===== src/rtl/askf_pkg.sv =====
// ----------------------------------------------------------------------------
// askf_pkg - shared types and constants
// Widths, reset values, register codes and sequencer states of the adaptive
// scalar Kalman filter unit.
// ----------------------------------------------------------------------------
`default_nettype none

package askf_pkg;

  localparam int unsigned WINDOW_LENGTH_DEF = 50;

  // divider operand widths: gain numerator is P << 16, denominator P + R
  localparam int unsigned DIV_NUM_W = 48;
  localparam int unsigned DIV_DEN_W = 33;

  localparam int unsigned CFG_IDX_W = 3;
  localparam int unsigned CFG_DAT_W = 32;

  localparam logic [16:0] ONE_Q16       = 17'h10000;
  localparam logic [60:0] TERM_SAT      = 61'h1000_0000_0000_0000;

  localparam logic [31:0] EST_RESET     = 32'd642253;
  localparam logic [31:0] COV_RESET     = 32'd65536;
  localparam logic [30:0] NOISE_RESET   = 31'd65536;

  localparam logic [16:0] PN_RESET      = 17'd655;
  localparam logic [31:0] CSQ_RESET     = 32'hFFFF_FE50;  // -432
  localparam logic [31:0] CLIN_RESET    = 32'd27168;
  localparam logic [31:0] COFF_RESET    = 32'd67628;
  localparam logic [16:0] SW_RESET      = 17'd6554;
  localparam logic [30:0] RMIN_RESET    = 31'd6554;
  localparam logic [30:0] RMAX_RESET    = 31'd655360;

  typedef enum logic [CFG_IDX_W-1:0] {
    CFG_PROCESS_NOISE    = 3'd0,
    CFG_COEF_SQUARE      = 3'd1,
    CFG_COEF_LINEAR      = 3'd2,
    CFG_COEF_OFFSET      = 3'd3,
    CFG_SMOOTHING_WEIGHT = 3'd4,
    CFG_R_MIN            = 3'd5,
    CFG_R_MAX            = 3'd6
  } cfg_reg_t;

  typedef enum logic [4:0] {
    ST_IDLE,
    ST_SQ,
    ST_WIN,
    ST_MEAN,
    ST_MEAN_HI,
    ST_MEAN_FIX,
    ST_M2,
    ST_T2_HI,
    ST_T2_LO,
    ST_T1,
    ST_CLAMP,
    ST_SM_NEW,
    ST_SM_OLD,
    ST_GAIN,
    ST_GAIN_WAIT,
    ST_EST,
    ST_COV,
    ST_DONE
  } state_t;

endpackage

`default_nettype wire


===== src/rtl/askf_div.sv =====
// ----------------------------------------------------------------------------
// askf_div - restoring divider
// Unsigned quotient of a 48-bit numerator by a 33-bit divisor, one quotient
// bit per cycle. Divisor must be nonzero.
// ----------------------------------------------------------------------------
`default_nettype none

module askf_div (
  input  wire logic                           clk,
  input  wire logic                           rst,
  input  wire logic                           start,
  input  wire logic [askf_pkg::DIV_NUM_W-1:0] num,
  input  wire logic [askf_pkg::DIV_DEN_W-1:0] den,
  output logic                                busy,
  output logic                                done,
  output logic      [askf_pkg::DIV_NUM_W-1:0] quot
);
  import askf_pkg::*;

  localparam int unsigned CNT_W = $clog2(DIV_NUM_W + 1);

  logic [DIV_DEN_W:0]   rem;
  logic [DIV_DEN_W-1:0] divisor;
  logic [CNT_W-1:0]     cnt;
  logic [DIV_DEN_W:0]   shifted;
  logic [DIV_DEN_W+1:0] diff;

  assign shifted = {rem[DIV_DEN_W-1:0], quot[DIV_NUM_W-1]};
  assign diff    = {1'b0, shifted} - {2'b00, divisor};

  always_ff @(posedge clk) begin
    if (rst) begin
      busy <= 1'b0;
      done <= 1'b0;
    end else begin
      done <= 1'b0;
      if (start) begin
        busy <= 1'b1;
      end else if (busy && cnt == CNT_W'(1)) begin
        busy <= 1'b0;
        done <= 1'b1;
      end
    end
  end

  always_ff @(posedge clk) begin
    if (start) begin
      rem     <= '0;
      quot    <= num;
      divisor <= den;
      cnt     <= CNT_W'(DIV_NUM_W);
    end else if (busy) begin
      // keep the trial difference when it does not go negative
      rem  <= diff[DIV_DEN_W+1] ? shifted : diff[DIV_DEN_W:0];
      quot <= {quot[DIV_NUM_W-2:0], ~diff[DIV_DEN_W+1]};
      cnt  <= cnt - CNT_W'(1);
    end
  end

endmodule

`default_nettype wire


===== config.mk =====
export PLATFORM = sky130hd
export DESIGN_NAME = askf_div
export DESIGN_NICKNAME = d
export VERILOG_FILES = /design/src/rtl/askf_pkg.sv /design/src/rtl/askf_div.sv
export SDC_FILE = /design/constraint.sdc
export NUM_CORES = 1
export LEC_CHECK = 0
export ABC_AREA = 1
export BUFFER_PORTS_ARGS = -buffer_cell sky130_fd_sc_hd__buf_2
export CORE_UTILIZATION = 52
export DETAILED_ROUTE_END_ITERATION = 10
export GPL_TIMING_DRIVEN = 0
export PLACE_DENSITY = 0.83
export SYNTH_ARGS = -nofsm -noshare
export SYNTH_HDL_FRONTEND = slang
export SYNTH_SLANG_ARGS = --single-unit

===== constraint.sdc =====
create_clock -name clk -period 2.4 [get_ports clk]
set_input_delay 0 -clock clk [delete_from_list [all_inputs] [get_ports clk]]
set_output_delay 0 -clock clk [all_outputs]
set_load 0.01 [all_outputs]

Yosys cells after proc, flatten, opt, wreduce, memory -nomap -nowiden
Index checks and enable logic that the tools add are counted.
- register bits after elaboration: 122
- bits in latches: 0
- memory bits (writable): 0
- memory bits (read-only): 0
- input port bits: 84
- logic and storage cells: 20
- memories: 0
- add/sub/neg operators: 2
- multiply operators: 0
- div/mod/pow operators: 0
- magnitude comparators: 0
- equality and inequality tests: 1
- shift-type cells: 0
- mux-type cells: 6
- bitwise logic cells: 1
- reductions and logical operators: 4
- operator list (operator ; number):
    $mux W48 ; 2
    $sub A34 B33 Y35 ; 1
    $mux W33 ; 1
    $eq A6 B1 Y1 const B ; 1
    $sub A6 B1 Y6 const B ; 1
    $reduce_bool A2 Y1 ; 2
    $mux W1 ; 3
    $reduce_or A2 Y1 ; 1
    $logic_and A1 B1 Y1 ; 1
    $not A1 Y1 ; 1

Logic depth before layout (Yosys ltp)
Gate-level depths: netlist (run 1).
- word-level depth: 4
- depth in mapped cells: 17

Worst setup path after synthesis (run 1)
OpenSTA, ideal clock, no wires.
- path type: register to register
- start point: reg busy
- end point: reg quot[0] (netlist bit), enable pin
- library setup time: 0.432 ns
- arrival time: 2.192 ns
- data required time: 1.968 ns
- setup slack: -0.224 ns
- cell stages (with the launch flop): 4
- buffers on the path: 1
- clock period less this slack: 2.624 ns
- cells stage by stage: dfxtp_1 nor2_1 inv_1 clkbuf_1
- word-level cells in the longest chain between the ends: 1
- RTL lines (element ; RTL line ; text):
    start, declared ; askf_div.sv:14 ; output logic busy,
    start signal, assigned ; askf_div.sv:33 ; busy <= 1'b0;
    start signal, assigned ; askf_div.sv:38 ; busy <= 1'b1;
    start signal, assigned ; askf_div.sv:40 ; busy <= 1'b0;
    $reduce_bool A2 Y1 (no line) ; n/a ;
    end signal, assigned ; askf_div.sv:49 ; quot <= num;
    end signal, assigned ; askf_div.sv:55 ; quot <= {quot[DIV_NUM_W-2:0], ~diff[DIV_DEN_W+1]};
    end, declared ; askf_div.sv:16 ; output logic [askf_pkg::DIV_NUM_W-1:0] quot
Every way passes these cells.
A chain may end at the register's enable or synchronous reset.

Worst setup path in the final report (run 1)
- start point: in start
- end point: reg quot[29] (netlist bit), enable pin
- word-level cells in the longest chain between the ends: 1
- RTL lines (element ; RTL line ; text):
    start, declared ; askf_div.sv:11 ; input wire logic start,
    $reduce_bool A2 Y1 (no line) ; n/a ;
Every way passes these cells.

==> results of run 1 <==
per-layer routing:
| metal | track usage, % | vias to the layer above |
|---|---|---|
| li1 | - | 3860 |
| met1 | 40.5 | 3597 |
| met2 | 56.5 | 502 |
| met5 | 0 | - |
| met4 | 17.7 | 0 |
| met3 | 7.78 | 93 |
cell families after synthesis:
group,after synthesis
and+or+nand+nor,651
DFF,122
buffers and inverters,218
adders and majority gates,36
xor gates and xnor gates,15
AOI/OAI and AO/OA,48
critical path: stages:
cell and delay (ns):
buf_2 0.62, clkbuf_1 0.53, nor2_1 0.26, inv_1 0.20
clkbuf_4 0.68
sequential cells by signal (all words and copies together), names as in the netlist:
register / count
rem: 33
divisor: 33
quot: 48
done: 1
cnt: 6
busy: 1
how the worst min path moves through the flow:
stage,slack [ns],start,to,cells past startpoint
3_5_place_dp,0.18,den[16],divisor[16],1
6_report,0.22,start,divisor[22],1
3_3_place_gp,0.18,den[7],divisor[7],1
2_1_floorplan,0.07,rst,busy,1
4_1_cts,0.24,start,divisor[2],1
5_1_grt,0.24,start,divisor[22],1
placed cells by master (no fill, tap or decap), types with 4 or more instances in the layout:
cell type / Yosys / final
xnor2_1: 14 / 14
nand2_1: 461 / 457
nor2_1: 48 / 48
clkbuf_16: 0 / 17
and2_1: 7 / 7
edfxtp_1: 81 / 81
inv_6: 0 / 6
buf_6: 5 / 7
inv_2: 15 / 15
o21ai_0: 4 / 4
inv_1: 177 / 177
nand3b_1: 12 / 12
nand3_1: 88 / 87
buf_2: 7 / 136
o21ai_1: 13 / 13
a21oi_1: 24 / 24
dfxtp_1: 41 / 41
nor2_2: 5 / 4
nand4_1: 9 / 9
dlygate4sd3_1: 0 / 82
ha_1: 35 / 33
clkbuf_1: 14 / 13
nand2_2: 5 / 9
layout make-up:
| cell class | instances | area share, % |
|---|---|---|
| plain buffers | 26 | 1.63 |
| multi-input cells | 750 | 36.0 |
| well taps | 184 | 2.27 |
| clock inverters | 15 | 1.98 |
| inverters | 192 | 7.09 |
| flip-flops and latches | 122 | 32.0 |
| repair buffers | 217 | 14.8 |
| clock buffers | 17 | 4.19 |
power groups by stage:
stage                     combinational (mW)  clock, mW  sequential (mW)
after CTS                              0.792       2.77             2.49
after global placement                 0.663          0             2.53
final                                  0.855       2.80             2.51
after global routing                   0.924       2.90             2.52
after detailed placement               0.679          0             2.53
after floorplan                        0.363          0             2.56
stage by stage:
step,power [mW],instance area [um2]
after global placement,3.19,8640
after CTS,6.05,10100
after global routing,6.34,10200
final,6.17,10200
after floorplan,2.92,7740
after detailed placement,3.21,8640
repair_timing:
action / CTS / global route
pin swaps: 0 / 2
gates cloned: 0 / 0
endpoints found under the setup margin: 69 / 28
hold endpoints to repair: 83 / 0
buffers inserted: 0 / 2
hold buffers: 82 / 0
gates resized for setup: 3 / 16
==> summary.md, run 1 <==
| Metric | Value |
|---|---|
| Nets | `1,446` |
| Wl on met1 | `9980 um` |
| Vias in the first global route | `7,738` |
| Sw frac | `28.1%` |
| Most common cell in the synthesized netlist | `nand2_1` |
| Overall Global Routing Usage | `33.8%` |
| I/O pins | `134` |
| Post-route clock skew | `0.0170 ns` |
| Worst setup path end | `quot[29]` |
| Initial antenna violation count | `0` |
| Initial drt markers | `638` |
| Clock Tree Buf Depth | `2` |
| Total Wirelength | `25,100 um` |
| Data required time at the worst endpoint | `2.45 ns` |
| Largest family of logic cells by synthesized area | `simple AND/OR/NAND/NOR gates` |
| Synth async-reset ratio | `0%` |
| RSZ-0062 raised after global routing | `true` |
| Fmax | `431 MHz` |
| Area of the multi-input gates | `3660 um2` |
| Compound-gate portion of the synthesized area | `3.43%` |
| Post-Syn Nets | `1,210` |
| Area grow syn2layout | `31.2%` |
| P_int | `4.44 mW` |
| Die height | `124 um` |
| Hold Violations, Final | `0` |
| Largest cells by area after synthesis | `edfxtp_1, nand2_1, dfxtp_1` |
| Routed wl met2 | `11,800 um` |
| Ys Warns | `0` |
| Post-Place Cells | `1,407` |
| Post-Syn Instances | `1,090` |
| Util after Layout | `69.9%` |
| Actual slew at the worst max-slew pin | `0.818 ns` |
| Register Area | `3250 um2` |
| Gate power share | `13.9%` |
| Mux cell area share after synthesis | `0%` |
| Worst Hold Margin | `0.217 ns` |
| Later-pin clock latency in the skew report | `0.43 ns` |
| CTS Sinks | `122` |
| Crit-path max FO | `57` |
| R2R Path End | `rem[17]` |
| Max_cap viols | `0` |
| Simple-gate area share of the yosys netlist | `35.8%` |
| Post-Synth XOR/XNOR Area | `1.70%` |
| Layout cells sized above 1 | `17.0%` |
| HP Class | `input pin to flip-flop` |
| Setup TNS | `0 ns` |
| Number of synthesized flops with an enable pin | `81` |
| Adder-cell share of the synthesized area | `5.91%` |
| CTS tree | `yes` |
| Remaining DRCs | `0` |
| Register area share after synthesis | `42.0%` |
| Synthesis-stage register bit count | `122` |
| Syn Area/Cell | `7.10 um2` |
| Vias | `8,052` |
| CTS Buf Count | `17` |
| Drt pass-1 iters | `5` |
| Clk slew on worst S/H paths | `0.07 ns` |
| R2R Setup Slk | `0.12 ns` |
| Site row count | `44` |
| Sequential Power Share | `40.7%` |
| Clk pwr share | `45.5%` |
| Tcrit/Tclk final | `96.6%` |
| Synth cell count leaders | `nand2_1, inv_1, nand3_1` |
| Yosys cell types | `35` |
| Die area | `15,400 um2` |
| H-Tree Depth | `4` |
| Pre-CTS setup slack | `-0.702 ns` |
| Global-route wire length before repair | `38,700 um` |
| Total global routing overflow | `0` |
| Main flop type after synthesis | `edfxtp_1` |
| Highest metal layer with signal wires | `met4` |
| Port bufs | `133` |
| Layout Cells excl Fill | `1,523` |
| ANT nets after route | `0` |
| Critical Path AT | `2.37 ns` |
| Initial Util | `53.3%` |
| Crit path kind | `input pin to flip-flop` |
| Root Buffer | `clkbuf_16` |
| Final min period | `2.32 ns` |
| Pwr Density | `607 nW/um2` |
| Via density | `5.29` |
| Psw | `1.73 mW` |
| P_leak | `5.43 nW` |
| Yosys top cell area share | `31.4%` |
| # diodes | `0` |
| Setup crit start kind | `input pin` |
| Worst setup path start | `start` |
| Count of final setup violators | `0` |
| Worst setup margin | `0.0821 ns` |
| Mapped cell area | `7740 um2` |
| WL/cell | `16.5 um` |
| Worst R2R Start | `divisor[21]` |
| Max Transition Viols Final | `0` |
| Status | `complete, no violations` |
| Worst VDD drop | `0.000596 V` |
| Post-DP HPWL | `15,500 um` |
| Die Width | `124 um` |
| Routability cong. | `0.939` |
| Largest net degree at the start of global routing | `58` |
| Top cell type by total area after synthesis | `edfxtp_1` |
| R2R cell count | `13` |
| Slew headroom | `45.5%` |
| CP Capture Type | `flip-flop` |
| Core area | `14,500 um2` |
| Metal3 WL | `2310 um` |
| Filler cell count in the final layout | `1,119` |
Note: power is estimated with default switching activity, not from simulation.
==> run 2: changes to the inputs <==
--- a/config.mk
+++ b/config.mk
@@ -7,6 +7,7 @@
 export LEC_CHECK = 0
 export ABC_AREA = 1
 export BUFFER_PORTS_ARGS = -buffer_cell sky130_fd_sc_hd__buf_2
+export CORE_ASPECT_RATIO = 0.9
 export CORE_UTILIZATION = 52
 export DETAILED_ROUTE_END_ITERATION = 10
 export GPL_TIMING_DRIVEN = 0
==> constraint.sdc (replaced) <==
create_clock -name clk -period 2 [get_ports clk]
set_input_delay 0 -clock clk [delete_from_list [all_inputs] [get_ports clk]]
set_output_delay 0 -clock clk [all_outputs]
set_load 0.01 [all_outputs]
==> summary.md, run 2 (synthesis gave the netlist of run 1 again) <==
| Metric | Value |
|---|---|
| Status | `finished with violations` |
| Failing checks | `setup timing` |
| Sequential Power Share | `42.8% (+2.1 points)` |
| Remaining DRCs | `0 (unchanged)` |
| Vias | `8,375 (+4.0%)` |
| Total power | `6.98 mW (+13%)` |
| Util after Layout | `75.5% (+5.6 points)` |
| Final min period | `2.25 ns` |
| Root Buffer | `clkbuf_16` |
| Worst VDD drop | `0.000638 V (+6.9%)` |
| Core area | `14,300 um2 (-1.9%)` |
| RSZ-0062 raised after global routing | `true` |
| Slew headroom | `61.4% (+16 points)` |
| Initial drt markers | `1,016 (+59%)` |
| Die height | `118 um (-5.0%)` |
| Vias in the first global route | `8,135 (+5.1%)` |
| Die Width | `131 um (+5.3%)` |
| Commonest non-fill, non-tap cell in the layout | `nand2_1` |
| Later-pin clock latency in the skew report | `0.43 ns (about the same)` |
| Critical Path AT | `2.57 ns (+0.20 ns)` |
| P_int | `4.96 mW (+12%)` |
| I/O pins | `134 (unchanged)` |
| Pwr Density | `648 nW/um2 (+6.8%)` |
| Crit-path max FO | `8 (-86%)` |
| Max Transition Viols Final | `0 (unchanged)` |
| Initial Util | `54.3% (+1.0 points)` |
| Setup TNS | `-6.62 ns (-6.62 ns)` |
| Most frequent cells in the layout | `nand2_1, inv_1, buf_2` |
| Port bufs | `133 (unchanged)` |
| Count of final setup violators | `34 (+34)` |
| CTS Sinks | `122 (unchanged)` |
| CP Capture Type | `flip-flop` |
| Worst setup margin | `-0.253 ns (-0.335 ns)` |
| P_leak | `5.60 nW (+3.0%)` |
| Post-route clock skew | `0.0146 ns (-0.00239 ns)` |
| Actual slew at the worst max-slew pin | `0.580 ns (-0.238 ns)` |
| Setup crit start kind | `flip-flop` |
| Clock Tree Buf Depth | `2 (unchanged)` |
| Total global routing overflow | `0 (unchanged)` |
| Gate power share | `15.7% (+1.8 points)` |
| Tcrit/Tclk final | `113%` |
| Clk slew on worst S/H paths | `0.06 ns (about the same)` |
| Filler cell count in the final layout | `968 (-13%)` |
| Biggest regs | `quot (48), divisor (33), rem (33)` |
| Max_cap viols | `0 (unchanged)` |
| Die area | `15,400 um2 (about the same)` |
| Sw frac | `29.0% (+0.92 points)` |
| Crit path kind | `flip-flop to flip-flop` |
| Area grow syn2layout | `39.1%` |
| # diodes | `0 (unchanged)` |
| ANT nets after route | `0 (unchanged)` |
| Total Wirelength | `25,300 um (+0.73%)` |
| Post-DP HPWL | `14,800 um (-4.8%)` |
| Layout cells sized above 1 | `23.3% (+6.4 points)` |
| Site row count | `41 (-6.8%)` |
| Fmax | `444 MHz` |
| Final Cell Area | `10,800 um2 (+6.0%)` |
| H-Tree Depth | `4 (unchanged)` |
| Psw | `2.02 mW (+17%)` |
| CTS tree | `yes` |
| Max FFs per register | `48 (unchanged)` |
| Placed instance area | `8660 um2 (+0.22%)` |
| Drt pass-1 iters | `6 (+1)` |
| Routability cong. | `1.01 (+7.4%)` |
| Initial antenna violation count | `0 (unchanged)` |
| Largest Register | `quot` |
| Hold Violations, Final | `0 (unchanged)` |
| Global-route wire length before repair | `39,200 um (+1.2%)` |
| Overall Global Routing Usage | `33.2% (-0.59 points)` |
| Clk pwr share | `41.5% (-4.0 points)` |
| Largest net degree at the start of global routing | `58 (unchanged)` |
| CTS Buf Count | `17 (unchanged)` |
| Nets | `1,463 (+1.2%)` |
| WL/cell | `16.3 um (-0.96%)` |
| Via density | `5.41 (+2.3%)` |
| HP Class | `input pin to flip-flop` |
| Data required time at the worst endpoint | `2.32 ns (-0.13 ns)` |
-- run 2: changes by cell type in the layout (fill, tap and decap cells not counted), moves of 4 or more --
cell and delta:
nand3_1 -17, ha_4 +15, nand3_2 +16, buf_8 +6, buf_4 +7, nand2_4 +6
nand2_1 -28, inv_2 +4, ha_1 -16, inv_1 -5, nand2_2 +21
-- run 2: path summary, 6_finish.rpt --
kind                                  from         end  slack (ns)  cells past startpoint
worst max-delay path            divisor[4]      rem[1]       -0.25                     15
worst min-delay path                 start  divisor[9]        0.17                      1
worst max register to register  divisor[4]      rem[1]       -0.25                     15
worst min register to register     rem[15]     rem[15]        0.47                      2
-- run 2: final cells by class --
cell class | count | area [um2] | share of cell area, %
Buffer | 26 | 210 | 1.95
Clock buffer | 18 | 429 | 3.99
Clock inverter | 14 | 113 | 1.05
Inverter | 192 | 723 | 6.72
Multi-Input combinational cell | 750 | 4090 | 37.9
Sequential cell | 122 | 3250 | 30.2
Tap cell | 193 | 241 | 2.24
Timing Repair Buffer | 234 | 1710 | 15.9
-- run 2: what timing repair did --
item / 4_1_cts / 5_1_grt
pin swaps: 8 / 12
endpoints found under the hold margin: 83 / 0
hold buffers: 82 / 0
setup endpoints to repair: 83 / 83
resized for setup: 66 / 58
buffers inserted: 13 / 4
cloned: 2 / 1
-- run 2: metrics by stage --
| step | hold slack [ns] | cells | setup WS (ns) |
|---|---|---|---|
| after floorplan | 0.0724 | 1090 | 0.00656 |
| after global placement | 0.177 | 1416 | -1.07 |
| after detailed placement | 0.178 | 1416 | -1.10 |
| after CTS | 0.245 | 1545 | -0.153 |
| after global routing | 0.213 | 1549 | -0.324 |
| final | 0.172 | 1549 | -0.253 |
-- run 2: worst max-delay path, cell delays in order, from the launching register on --
cell and delay [ns]:
edfxtp_1 0.32, inv_1 0.04, ha_1 0.34, nand2_1 0.13, inv_1 0.09, nand2_1 0.10
nand2_1 0.07, nand2_1 0.09, nand3_4 0.11, nand2_4 0.07, nand2_4 0.09, nand2_8 0.12
clkbuf_16 0.18, buf_4 0.13, a21oi_1 0.16, o21ai_1 0.09
-- run 2: per-layer routing --
metal,vias up,global-route usage [%],wire length (um),share of wire (%)
li1,3901,-,-,-
met1,3821,42.2,9920,39
met2,519,52.2,11700,46
met3,134,6.82,2360,9.3
met4,0,18.4,1320,5.2
met5,-,0,0,0
-- run 2: power by group through the flow --
stage | Combinational, mW | Sequential (mW) | Clock (mW)
2_1_floorplan | 0.437 | 3.07 | 0
6_report | 1.10 | 2.99 | 2.90
5_1_grt | 1.18 | 3.00 | 3.03
4_1_cts | 0.982 | 2.97 | 2.89
3_5_place_dp | 0.812 | 3.02 | 0
3_3_place_gp | 0.793 | 3.02 | 0
